==> config.mk <==
export PLATFORM = sky130hd
export DESIGN_NAME = map_info_header_parser_top
export DESIGN_NICKNAME = d
export VERILOG_FILES = /design/src/sv/mihp_pkg.sv /design/src/sv/mihp_cfg.sv /design/src/sv/mihp_in_reg.sv /design/src/sv/mihp_parse.sv /design/src/sv/mihp_out_reg.sv /design/src/sv/map_info_header_parser_top.sv
export SDC_FILE = /design/constraint.sdc
export NUM_CORES = 1
export LEC_CHECK = 0
export BUFFER_PORTS_ARGS = -buffer_cell sky130_fd_sc_hd__buf_2
export CAP_MARGIN = 30
export CORE_MARGIN = 1
export CORE_UTILIZATION = 25
export CTS_CLUSTER_DIAMETER = 80
export DETAILED_ROUTE_END_ITERATION = 7
export GPL_TIMING_DRIVEN = 0
export PLACE_DENSITY_LB_ADDON = 0.12
export SYNTH_ARGS = -nofsm -noshare
export SYNTH_HDL_FRONTEND = slang
export SYNTH_SLANG_ARGS = --single-unit
==> constraint.sdc <==
create_clock -name clk -period 5.8 [get_ports clk]
set_clock_uncertainty 0.15 [all_clocks]
set_input_delay 0.87 -clock clk [delete_from_list [all_inputs] [get_ports clk]]
set_output_delay 0.87 -clock clk [all_outputs]
set_load 0.05 [all_outputs]
==> src/sv/mihp_pkg.sv <==
// ----------------------------------------------------------------------------
// mihp_pkg: map info header parser shared types and constants
// Phase codes, status codes, field widths and the result record.
// ----------------------------------------------------------------------------
package mihp_pkg;

  localparam int unsigned MAX_DIM   = 256;
  localparam int unsigned DIM_W     = $clog2(MAX_DIM + 1);
  localparam int unsigned FIELD_W   = 9;
  localparam int unsigned STATUS_W  = 3;
  localparam int unsigned WORD_W    = 32;
  localparam int unsigned BYTE_W    = 8;
  localparam int unsigned SEEN_W    = 5;
  localparam int unsigned MIN_LEN   = 24;
  localparam int unsigned VER_SKIP  = 24;
  localparam int unsigned CFG_ADDR_W = 3;
  localparam int unsigned CFG_DATA_W = 32;
  localparam logic [WORD_W-1:0] MAGIC_RESET = 32'h4D61_7049;

  localparam logic [STATUS_W-1:0] ST_OK        = 3'd0;
  localparam logic [STATUS_W-1:0] ST_TOO_SHORT = 3'd1;
  localparam logic [STATUS_W-1:0] ST_BAD_MAGIC = 3'd2;
  localparam logic [STATUS_W-1:0] ST_OVERSIZE  = 3'd3;
  localparam logic [STATUS_W-1:0] ST_BAD_RECT  = 3'd4;
  localparam logic [STATUS_W-1:0] ST_EARLY_END = 3'd5;

  localparam logic [0:0] REG_MAGIC = 1'b0;

  typedef enum logic [11:0] {
    PH_MAGIC   = 12'b0000_0000_0001,
    PH_VERSION = 12'b0000_0000_0010,
    PH_VSKIP   = 12'b0000_0000_0100,
    PH_WIDTH   = 12'b0000_0000_1000,
    PH_HEIGHT  = 12'b0000_0001_0000,
    PH_SKIP8   = 12'b0000_0010_0000,
    PH_ZEROS   = 12'b0000_0100_0000,
    PH_STR1    = 12'b0000_1000_0000,
    PH_STR2    = 12'b0001_0000_0000,
    PH_RECT    = 12'b0010_0000_0000,
    PH_DONE    = 12'b0100_0000_0000,
    PH_HALT    = 12'b1000_0000_0000
  } phase_t;

  typedef struct packed {
    logic [BYTE_W-1:0] data_byte;
    logic              last_byte;
  } in_item_t;

  typedef struct packed {
    logic [FIELD_W-1:0]  playable_height;
    logic [FIELD_W-1:0]  playable_width;
    logic [FIELD_W-1:0]  play_top;
    logic [FIELD_W-1:0]  play_right;
    logic [FIELD_W-1:0]  play_bottom;
    logic [FIELD_W-1:0]  play_left;
    logic [FIELD_W-1:0]  map_height;
    logic [FIELD_W-1:0]  map_width;
    logic [STATUS_W-1:0] status;
  } result_t;

  localparam int unsigned RESULT_W = $bits(result_t);
  localparam int unsigned OUT_DATA_W = ((RESULT_W + 7) / 8) * 8;

endpackage

==> src/sv/mihp_cfg.sv <==
// ----------------------------------------------------------------------------
// mihp_cfg: configuration register file
// APB-style access to the magic word register.
// ----------------------------------------------------------------------------
module mihp_cfg (
  input  logic                             clk,
  input  logic                             rst_n,
  input  logic                             cfg_psel,
  input  logic                             cfg_penable,
  input  logic                             cfg_pwrite,
  input  logic [mihp_pkg::CFG_ADDR_W-1:0]  cfg_paddr,
  input  logic [mihp_pkg::CFG_DATA_W-1:0]  cfg_pwdata,
  output logic [mihp_pkg::CFG_DATA_W-1:0]  cfg_prdata,
  output logic                             cfg_pready,
  output logic [mihp_pkg::WORD_W-1:0]      magic_word
);
  import mihp_pkg::*;

  logic [WORD_W-1:0] magic_r;
  logic [0:0]        reg_idx;
  logic              wr_en;

  assign reg_idx    = cfg_paddr[CFG_ADDR_W-1:2];
  assign cfg_pready = 1'b1;
  assign wr_en      = cfg_psel & cfg_penable & cfg_pwrite & cfg_pready;

  always_ff @(posedge clk) begin
    if (!rst_n) begin
      magic_r <= MAGIC_RESET;
    end else if (wr_en && reg_idx == REG_MAGIC) begin
      magic_r <= cfg_pwdata[WORD_W-1:0];
    end
  end

  assign cfg_prdata = (reg_idx == REG_MAGIC) ? magic_r : '0;
  assign magic_word = magic_r;

endmodule

==> src/sv/mihp_in_reg.sv <==
// ----------------------------------------------------------------------------
// mihp_in_reg: input register
// Holds one byte transaction until the parser consumes it.
// ----------------------------------------------------------------------------
module mihp_in_reg (
  input  logic                  clk,
  input  logic                  rst_n,
  input  logic                  in_tvalid,
  output logic                  in_tready,
  input  mihp_pkg::in_item_t    in_item,
  input  logic                  out_free,
  output logic                  take,
  output mihp_pkg::in_item_t    item
);
  import mihp_pkg::*;

  logic     valid_r;
  in_item_t item_r;

  // a final byte waits for a free result slot
  assign take      = valid_r & (~item_r.last_byte | out_free);
  assign in_tready = ~valid_r | take;

  always_ff @(posedge clk) begin
    if (!rst_n) begin
      valid_r <= 1'b0;
    end else if (in_tready) begin
      valid_r <= in_tvalid;
    end
  end

  always_ff @(posedge clk) begin
    if (in_tvalid && in_tready) begin
      item_r <= in_item;
    end
  end

  assign item = item_r;

endmodule

==> src/sv/mihp_parse.sv <==
// ----------------------------------------------------------------------------
// mihp_parse: header parse state
// Advances the parse phase by one byte and forms the result on the final byte.
// ----------------------------------------------------------------------------
module mihp_parse (
  input  logic                         clk,
  input  logic                         rst_n,
  input  logic                         take,
  input  mihp_pkg::in_item_t           item,
  input  logic [mihp_pkg::WORD_W-1:0]  magic_word,
  output logic                         res_load,
  output mihp_pkg::result_t            res
);
  import mihp_pkg::*;

  phase_t             phase_r, phase_nxt;
  logic [2:0]         biw_r, biw_nxt;
  logic [WORD_W-1:0]  wsh_r, wsh_nxt;
  logic [SEEN_W-1:0]  seen_r, seen_nxt;
  logic [DIM_W-1:0]   held_w_r, held_w_nxt;
  logic [DIM_W-1:0]   held_h_r, held_h_nxt;
  logic               w_big_r, w_big_nxt;
  logic [DIM_W-1:0]   rect_r   [4];
  logic [DIM_W-1:0]   rect_nxt [4];
  logic [3:0]         rbig_r, rbig_nxt;
  logic [1:0]         ridx_r, ridx_nxt;
  logic [STATUS_W-1:0] err_r, err_nxt;

  logic [WORD_W-1:0]  word;
  logic               word_big;
  logic [DIM_W-1:0]   word_dim;
  logic               h_big;
  logic               rect_bad;
  logic [STATUS_W-1:0] status;

  assign word     = {item.data_byte, wsh_r[WORD_W-1:BYTE_W]};
  assign word_big = word > WORD_W'(MAX_DIM);
  assign word_dim = word[DIM_W-1:0];
  assign h_big    = word_big;

  assign rect_bad = (|rbig_r[2:0]) | word_big |
                    (rect_r[0] > rect_r[2]) | (rect_r[2] > held_w_r) |
                    (rect_r[1] > word_dim)  | (word_dim > held_h_r);

  always_comb begin
    phase_nxt  = phase_r;
    biw_nxt    = biw_r;
    wsh_nxt    = wsh_r;
    seen_nxt   = seen_r;
    held_w_nxt = held_w_r;
    held_h_nxt = held_h_r;
    w_big_nxt  = w_big_r;
    rect_nxt   = rect_r;
    rbig_nxt   = rbig_r;
    ridx_nxt   = ridx_r;
    err_nxt    = err_r;
    if (take) begin
      if (seen_r < SEEN_W'(MIN_LEN)) begin
        seen_nxt = seen_r + 1'b1;
      end
      unique case (phase_r)
        PH_MAGIC, PH_VERSION, PH_WIDTH, PH_HEIGHT, PH_RECT: begin
          wsh_nxt = word;
          biw_nxt = biw_r + 1'b1;
          if (biw_r == 3'd3) begin
            biw_nxt = '0;
            unique case (phase_r)
              PH_MAGIC: begin
                if (word != magic_word) begin
                  err_nxt   = ST_BAD_MAGIC;
                  phase_nxt = PH_HALT;
                end else begin
                  phase_nxt = PH_VERSION;
                end
              end
              PH_VERSION: begin
                phase_nxt = (word == WORD_W'(VER_SKIP)) ? PH_VSKIP : PH_WIDTH;
              end
              PH_WIDTH: begin
                held_w_nxt = word_dim;
                w_big_nxt  = word_big;
                phase_nxt  = PH_HEIGHT;
              end
              PH_HEIGHT: begin
                held_h_nxt = word_dim;
                if (w_big_r || h_big) begin
                  err_nxt   = ST_OVERSIZE;
                  phase_nxt = PH_HALT;
                end else begin
                  phase_nxt = PH_SKIP8;
                end
              end
              default: begin
                rect_nxt[ridx_r] = word_dim;
                rbig_nxt[ridx_r] = word_big;
                if (ridx_r == 2'd3) begin
                  if (rect_bad) begin
                    err_nxt   = ST_BAD_RECT;
                    phase_nxt = PH_HALT;
                  end else begin
                    phase_nxt = PH_DONE;
                  end
                end else begin
                  ridx_nxt = ridx_r + 1'b1;
                end
              end
            endcase
          end
        end
        PH_VSKIP, PH_SKIP8: begin
          if (biw_r == 3'd7) begin
            biw_nxt   = '0;
            phase_nxt = (phase_r == PH_VSKIP) ? PH_WIDTH : PH_ZEROS;
          end else begin
            biw_nxt = biw_r + 1'b1;
          end
        end
        PH_ZEROS: begin
          if (item.data_byte != '0) begin
            phase_nxt = PH_STR1;
          end
        end
        PH_STR1: begin
          if (item.data_byte == '0) begin
            phase_nxt = PH_STR2;
          end
        end
        PH_STR2: begin
          if (item.data_byte == '0) begin
            phase_nxt = PH_RECT;
          end
        end
        default: begin
        end
      endcase
    end
  end

  always_comb begin
    priority if (seen_nxt < SEEN_W'(MIN_LEN)) begin
      status = ST_TOO_SHORT;
    end else if (err_nxt != ST_OK) begin
      status = err_nxt;
    end else if (phase_nxt != PH_DONE) begin
      status = ST_EARLY_END;
    end else begin
      status = ST_OK;
    end
  end

  always_comb begin
    res        = '0;
    res.status = status;
    if (status == ST_OK) begin
      res.map_width       = FIELD_W'(held_w_nxt);
      res.map_height      = FIELD_W'(held_h_nxt);
      res.play_left       = FIELD_W'(rect_nxt[0]);
      res.play_bottom     = FIELD_W'(rect_nxt[1]);
      res.play_right      = FIELD_W'(rect_nxt[2]);
      res.play_top        = FIELD_W'(rect_nxt[3]);
      res.playable_width  = FIELD_W'(rect_nxt[2] - rect_nxt[0]);
      res.playable_height = FIELD_W'(rect_nxt[3] - rect_nxt[1]);
    end
  end

  assign res_load = take & item.last_byte;

  // restart on the final byte
  always_ff @(posedge clk) begin
    if (!rst_n || res_load) begin
      phase_r  <= PH_MAGIC;
      biw_r    <= '0;
      wsh_r    <= '0;
      seen_r   <= '0;
      held_w_r <= '0;
      held_h_r <= '0;
      w_big_r  <= 1'b0;
      rbig_r   <= '0;
      ridx_r   <= '0;
      err_r    <= ST_OK;
      for (int i = 0; i < 4; i++) begin
        rect_r[i] <= '0;
      end
    end else begin
      phase_r  <= phase_nxt;
      biw_r    <= biw_nxt;
      wsh_r    <= wsh_nxt;
      seen_r   <= seen_nxt;
      held_w_r <= held_w_nxt;
      held_h_r <= held_h_nxt;
      w_big_r  <= w_big_nxt;
      rbig_r   <= rbig_nxt;
      ridx_r   <= ridx_nxt;
      err_r    <= err_nxt;
      for (int i = 0; i < 4; i++) begin
        rect_r[i] <= rect_nxt[i];
      end
    end
  end

endmodule

==> src/sv/mihp_out_reg.sv <==
// ----------------------------------------------------------------------------
// mihp_out_reg: result register
// Holds one result transaction until the sink takes it.
// ----------------------------------------------------------------------------
module mihp_out_reg (
  input  logic                                clk,
  input  logic                                rst_n,
  input  logic                                res_load,
  input  mihp_pkg::result_t                   res,
  output logic                                out_free,
  output logic                                out_tvalid,
  input  logic                                out_tready,
  output logic [mihp_pkg::OUT_DATA_W-1:0]     out_tdata
);
  import mihp_pkg::*;

  logic    valid_r;
  result_t res_r;

  assign out_free = ~valid_r | out_tready;

  always_ff @(posedge clk) begin
    if (!rst_n) begin
      valid_r <= 1'b0;
    end else if (res_load) begin
      valid_r <= 1'b1;
    end else if (out_tready) begin
      valid_r <= 1'b0;
    end
  end

  always_ff @(posedge clk) begin
    if (res_load) begin
      res_r <= res;
    end
  end

  assign out_tvalid = valid_r;
  assign out_tdata  = OUT_DATA_W'(res_r);

endmodule

==> src/sv/map_info_header_parser_top.sv <==
// ----------------------------------------------------------------------------
// map_info_header_parser_top: map info header parser
// Checks magic, reads version, map size and playable rectangle.
//
//   channel  direction  fields
//   in_      stream in  tdata[7:0] data_byte, tlast last_byte
//   out_     stream out tdata status, sizes, rectangle, playable size
//   cfg_     APB        magic_word at address 0
//
// One byte per clock; a byte passes the input and then the result register.
// The per-byte phase update in the parse stage sets that rate. A held result
// stalls only the final byte of the next file. Reset restores the magic word
// and the parse state; no clearing pass.
// ----------------------------------------------------------------------------
module map_info_header_parser_top (
  input  logic                                clk,
  input  logic                                rst_n,
  input  logic                                in_tvalid,
  output logic                                in_tready,
  input  logic [7:0]                          in_tdata,   // [7:0] data_byte
  input  logic                                in_tlast,
  output logic                                out_tvalid,
  input  logic                                out_tready,
  // [2:0] status, [11:3] map_width, [20:12] map_height, [29:21] play_left,
  // [38:30] play_bottom, [47:39] play_right, [56:48] play_top,
  // [65:57] playable_width, [74:66] playable_height, [79:75] zero
  output logic [mihp_pkg::OUT_DATA_W-1:0]     out_tdata,
  input  logic                                cfg_psel,
  input  logic                                cfg_penable,
  input  logic                                cfg_pwrite,
  input  logic [mihp_pkg::CFG_ADDR_W-1:0]     cfg_paddr,
  input  logic [mihp_pkg::CFG_DATA_W-1:0]     cfg_pwdata,
  output logic [mihp_pkg::CFG_DATA_W-1:0]     cfg_prdata,
  output logic                                cfg_pready
);
  import mihp_pkg::*;

  logic [WORD_W-1:0] magic_word;
  in_item_t          in_item;
  in_item_t          item;
  logic              take;
  logic              out_free;
  logic              res_load;
  result_t           res;

  assign in_item.data_byte = in_tdata;
  assign in_item.last_byte = in_tlast;

  mihp_cfg u_cfg (
    .clk         (clk),
    .rst_n       (rst_n),
    .cfg_psel    (cfg_psel),
    .cfg_penable (cfg_penable),
    .cfg_pwrite  (cfg_pwrite),
    .cfg_paddr   (cfg_paddr),
    .cfg_pwdata  (cfg_pwdata),
    .cfg_prdata  (cfg_prdata),
    .cfg_pready  (cfg_pready),
    .magic_word  (magic_word)
  );

  mihp_in_reg u_in_reg (
    .clk       (clk),
    .rst_n     (rst_n),
    .in_tvalid (in_tvalid),
    .in_tready (in_tready),
    .in_item   (in_item),
    .out_free  (out_free),
    .take      (take),
    .item      (item)
  );

  mihp_parse u_parse (
    .clk        (clk),
    .rst_n      (rst_n),
    .take       (take),
    .item       (item),
    .magic_word (magic_word),
    .res_load   (res_load),
    .res        (res)
  );

  mihp_out_reg u_out_reg (
    .clk        (clk),
    .rst_n      (rst_n),
    .res_load   (res_load),
    .res        (res),
    .out_free   (out_free),
    .out_tvalid (out_tvalid),
    .out_tready (out_tready),
    .out_tdata  (out_tdata)
  );

endmodule

==> flow_summary.json <==
{
  "drt_iter0_drc": 453,
  "ctsHtreeMaxLevel": 1,
  "syn_to_final_growth_pct": 22.8,
  "wire_per_inst_um": 17.9,
  "ys_top_cells_by_count": "nand2_1, dfxtp_1, nor2_1",
  "ys_seq_area_share_pct": 44.7,
  "critical_path_required_ns": 6.01,
  "insertion_delay_ns": 0.57,
  "synth_edf_count": 84,
  "cts_sinks": 225,
  "start_util_pct": 25.5,
  "ys_async_sr_fraction_pct": 0,
  "ys_warn_count": 0,
  "place_ws_ns": -0.451,
  "wl_um": 37800,
  "worst_hold_slack_ns": 0.306,
  "hold_violations": 0,
  "numPortBuffers": 156,
  "dieArea_mm2": 0.0487,
  "vias": 9813,
  "nNetsFinal": 1596,
  "power.static_leakage_uw": 0.00541,
  "drc_errors": 8,
  "avgSynthCellArea_um2": 9.27,
  "cp_max_fo": 10,
  "root_buffer": "clkbuf_16",
  "drv_cap": 0,
  "postLayoutCoreUtil_pct": 31.3,
  "cts_made_buffers": 30,
  "arrival_ns": 5.67,
  "overflow": 0,
  "grt_setup_unrepaired": "false",
  "crit_type": "reg -> reg",
  "fin_crit_ns": 5.46,
  "ios": 166,
  "synth_top_flop_cell": "dfxtp_1",
  "grt_pass1_wl_um": 58100,
  "powerDensity_mw_per_mm2": 269,
  "yosysMostFrequentCell": "nand2_1",
  "postRouteAntennaNets": 0,
  "grtUsageTotal_pct": 15.6,
  "end_kind": "flop",
  "antenna_found_initial": 0,
  "ys_seq_elements": 225,
  "synth_top_area_cell": "dfxtp_1",
  "tightest_slew_ns": 0.929,
  "place.gp.congestion": 0.856,
  "fmax_mhz": 183,
  "grt_max_degree": 40,
  "synthesis.area_mm2": 0.0119,
  "cts_hold_repair.buffers": 0,
  "synth_cells": 1289,
  "setup_viol": 0,
  "firstDrtPassIters": 7,
  "vias_per_cell": 4.64,
  "cp-start-kind": "flop",
  "rows": 79,
  "violations": "design-rule violations",
  "grt_pass1_vias": 9965,
  "tritoncts": "built",
  "hpwl_um": 29100,
  "ys_types": 79,
  "antennaDiodeCount": 0,
  "holdCritPathClass": "reg -> reg",
  "outcome": "finished, violations left",
  "maxSlewViolCount": 0,
  "setup_ws_ns": 0.339,
  "synthTopCellsByArea": "dfxtp_1, edfxtp_1, ha_1",
  "drive_above_1_share_pct": 22.8,
  "synth_top_area_share_pct": 23.6,
  "die_h_um": 221,
  "max_slew_margin_pct": 37.5,
  "clockBufferDepth": 3,
  "clkTransAtPathRegs_ns": 0.06,
  "core_mm2": 0.0469,
  "die_x_um": 221,
  "ir_worst_vdd_v": 0.000229,
  "fin_crit_sh_pct": 94.2
}
-- state kept, by name, summed over array words and instances (netlist names) --
register	flops
u_parse.phase_r	12
u_in_reg.item	9
u_out_reg.out_tdata	75
u_out_reg.out_tvalid	1
u_parse.wsh_r	24
u_parse.ridx_r	2
u_parse.err_r	3
u_cfg.magic_word	32
u_parse.rect_r	36
u_parse.biw_r	3
u_parse.rbig_r	3
u_parse.seen_r	5
u_in_reg.valid_r	1
u_parse.held_h_r	9
u_parse.w_big_r	1
u_parse.held_w_r	9
-- what timing repair did --
| action | CTS | global route |
|---|---|---|
| gates cloned | 0 | 1 |
| endpoints found under the hold margin | 0 | 0 |
| endpoints found under the setup margin | 2 | 2 |
| setup buffers | 0 | 1 |
| gates resized for setup | 6 | 18 |
| pin swaps | 0 | 1 |
-- cell usage in the layout, fill, tap and decap left out, types with 5 or more instances in the layout --
master and instances:
buf_2 166, nand2_1 157, dfxtp_1 141, nor2_1 129, a21oi_1 89, inv_1 88
edfxtp_1 84, ha_1 61, nor3_2 60, nor2b_1 42, xor2_1 41, clkbuf_1 38
nand3_1 33, clkbuf_16 31, o21ai_0 26, a21boi_0 24, mux2i_1 21, nand4_1 18
nor3_1 17, nor4_1 16, o211ai_1 14, buf_4 13, nor4_2 10, and3_1 9
or4_1 9, clkinv_2 8, a21o_1 6, conb_1 6, a22oi_1 5, bufinv_16 5
-- through the flow --
step | power [uW] | area [um^2] | TNS, ns | instances
2_1_floorplan | 1900 | 12000 | 0 | 1293
3_3_place_gp | 1990 | 13500 | -0.805 | 2056
3_5_place_dp | 1990 | 13500 | -0.637 | 2057
4_1_cts | 4010 | 14600 | 0 | 2113
5_1_grt | 4080 | 14700 | 0 | 2113
6_report | 3940 | 14700 | 0 | 2113
-- per-layer routing --
metal	track usage [%]	vias to the layer above	wire, um
met5	0	-	0
li1	-	4912	-
met4	4.20	0	975
met1	19.6	4660	16900
met3	2.27	58	1390
met2	27.5	183	18500
-- power by group --
part           switching (uW)  leakage, uW  internal (uW)
registers                23.8      0.00183           1670
logic                     199      0.00305           63.4
clock network             744     0.000530           1250
-- final timing paths --
kind | startpoint | end | slack (ns) | depth (start not counted)
worst max-delay path | u_parse.phase_r[3] | u_out_reg.out_tdata[65] | 0.34 | 18
worst min register to register | u_parse.rbig_r[2] | u_parse.rbig_r[2] | 0.31 | 2
worst max register to register | u_parse.phase_r[3] | u_out_reg.out_tdata[65] | 0.34 | 18
worst min-delay path | u_parse.rbig_r[2] | u_parse.rbig_r[2] | 0.31 | 2
-- area by class of cell --
cell class | instances | area [um^2]
inverters | 89 | 337
clock buffers | 37 | 838
multi-input cells | 908 | 5990
well taps | 607 | 759
clock inverters | 19 | 233
flip-flops and latches | 225 | 5350
repair buffers | 158 | 808
fillers | 5032 | 32200
plain buffers | 70 | 359
-- cells by family (layout without fill, tap and decap cells) --
family | count (synthesis) | after routing | synth area share (%)
AO/OA/AOI/OAI | 226 | 227 | 12.4
XOR/XNOR | 44 | 44 | 3.23
adder cells (fa/ha/maj) | 63 | 63 | 6.72
buffers and inverters | 161 | 373 | 5.79
flip-flops | 225 | 225 | 44.7
multiplexers | 21 | 21 | 1.76
other | 2 | 6 | 0.0629
AND/OR/NAND/NOR | 547 | 547 | 25.3
-- worst max-delay path: stages (launching register included) --
cell and delay, ns:
dfxtp_1 0.35, clkbuf_1 0.23, o21ai_0 0.29, o211ai_1 0.26, a2111o_1 0.51, and3_1 0.23, nand2_2 0.21, clkbuf_4 0.27
a21oi_1 0.22, ha_1 0.32, fa_1 0.44, nor2b_1 0.18, o21ai_0 0.12, a21boi_1 0.23, o21ai_0 0.14, a21oi_1 0.25
o21ai_0 0.20, a211o_1 0.34, a211oi_2 0.29
Power figures use the tool's default switching activity.
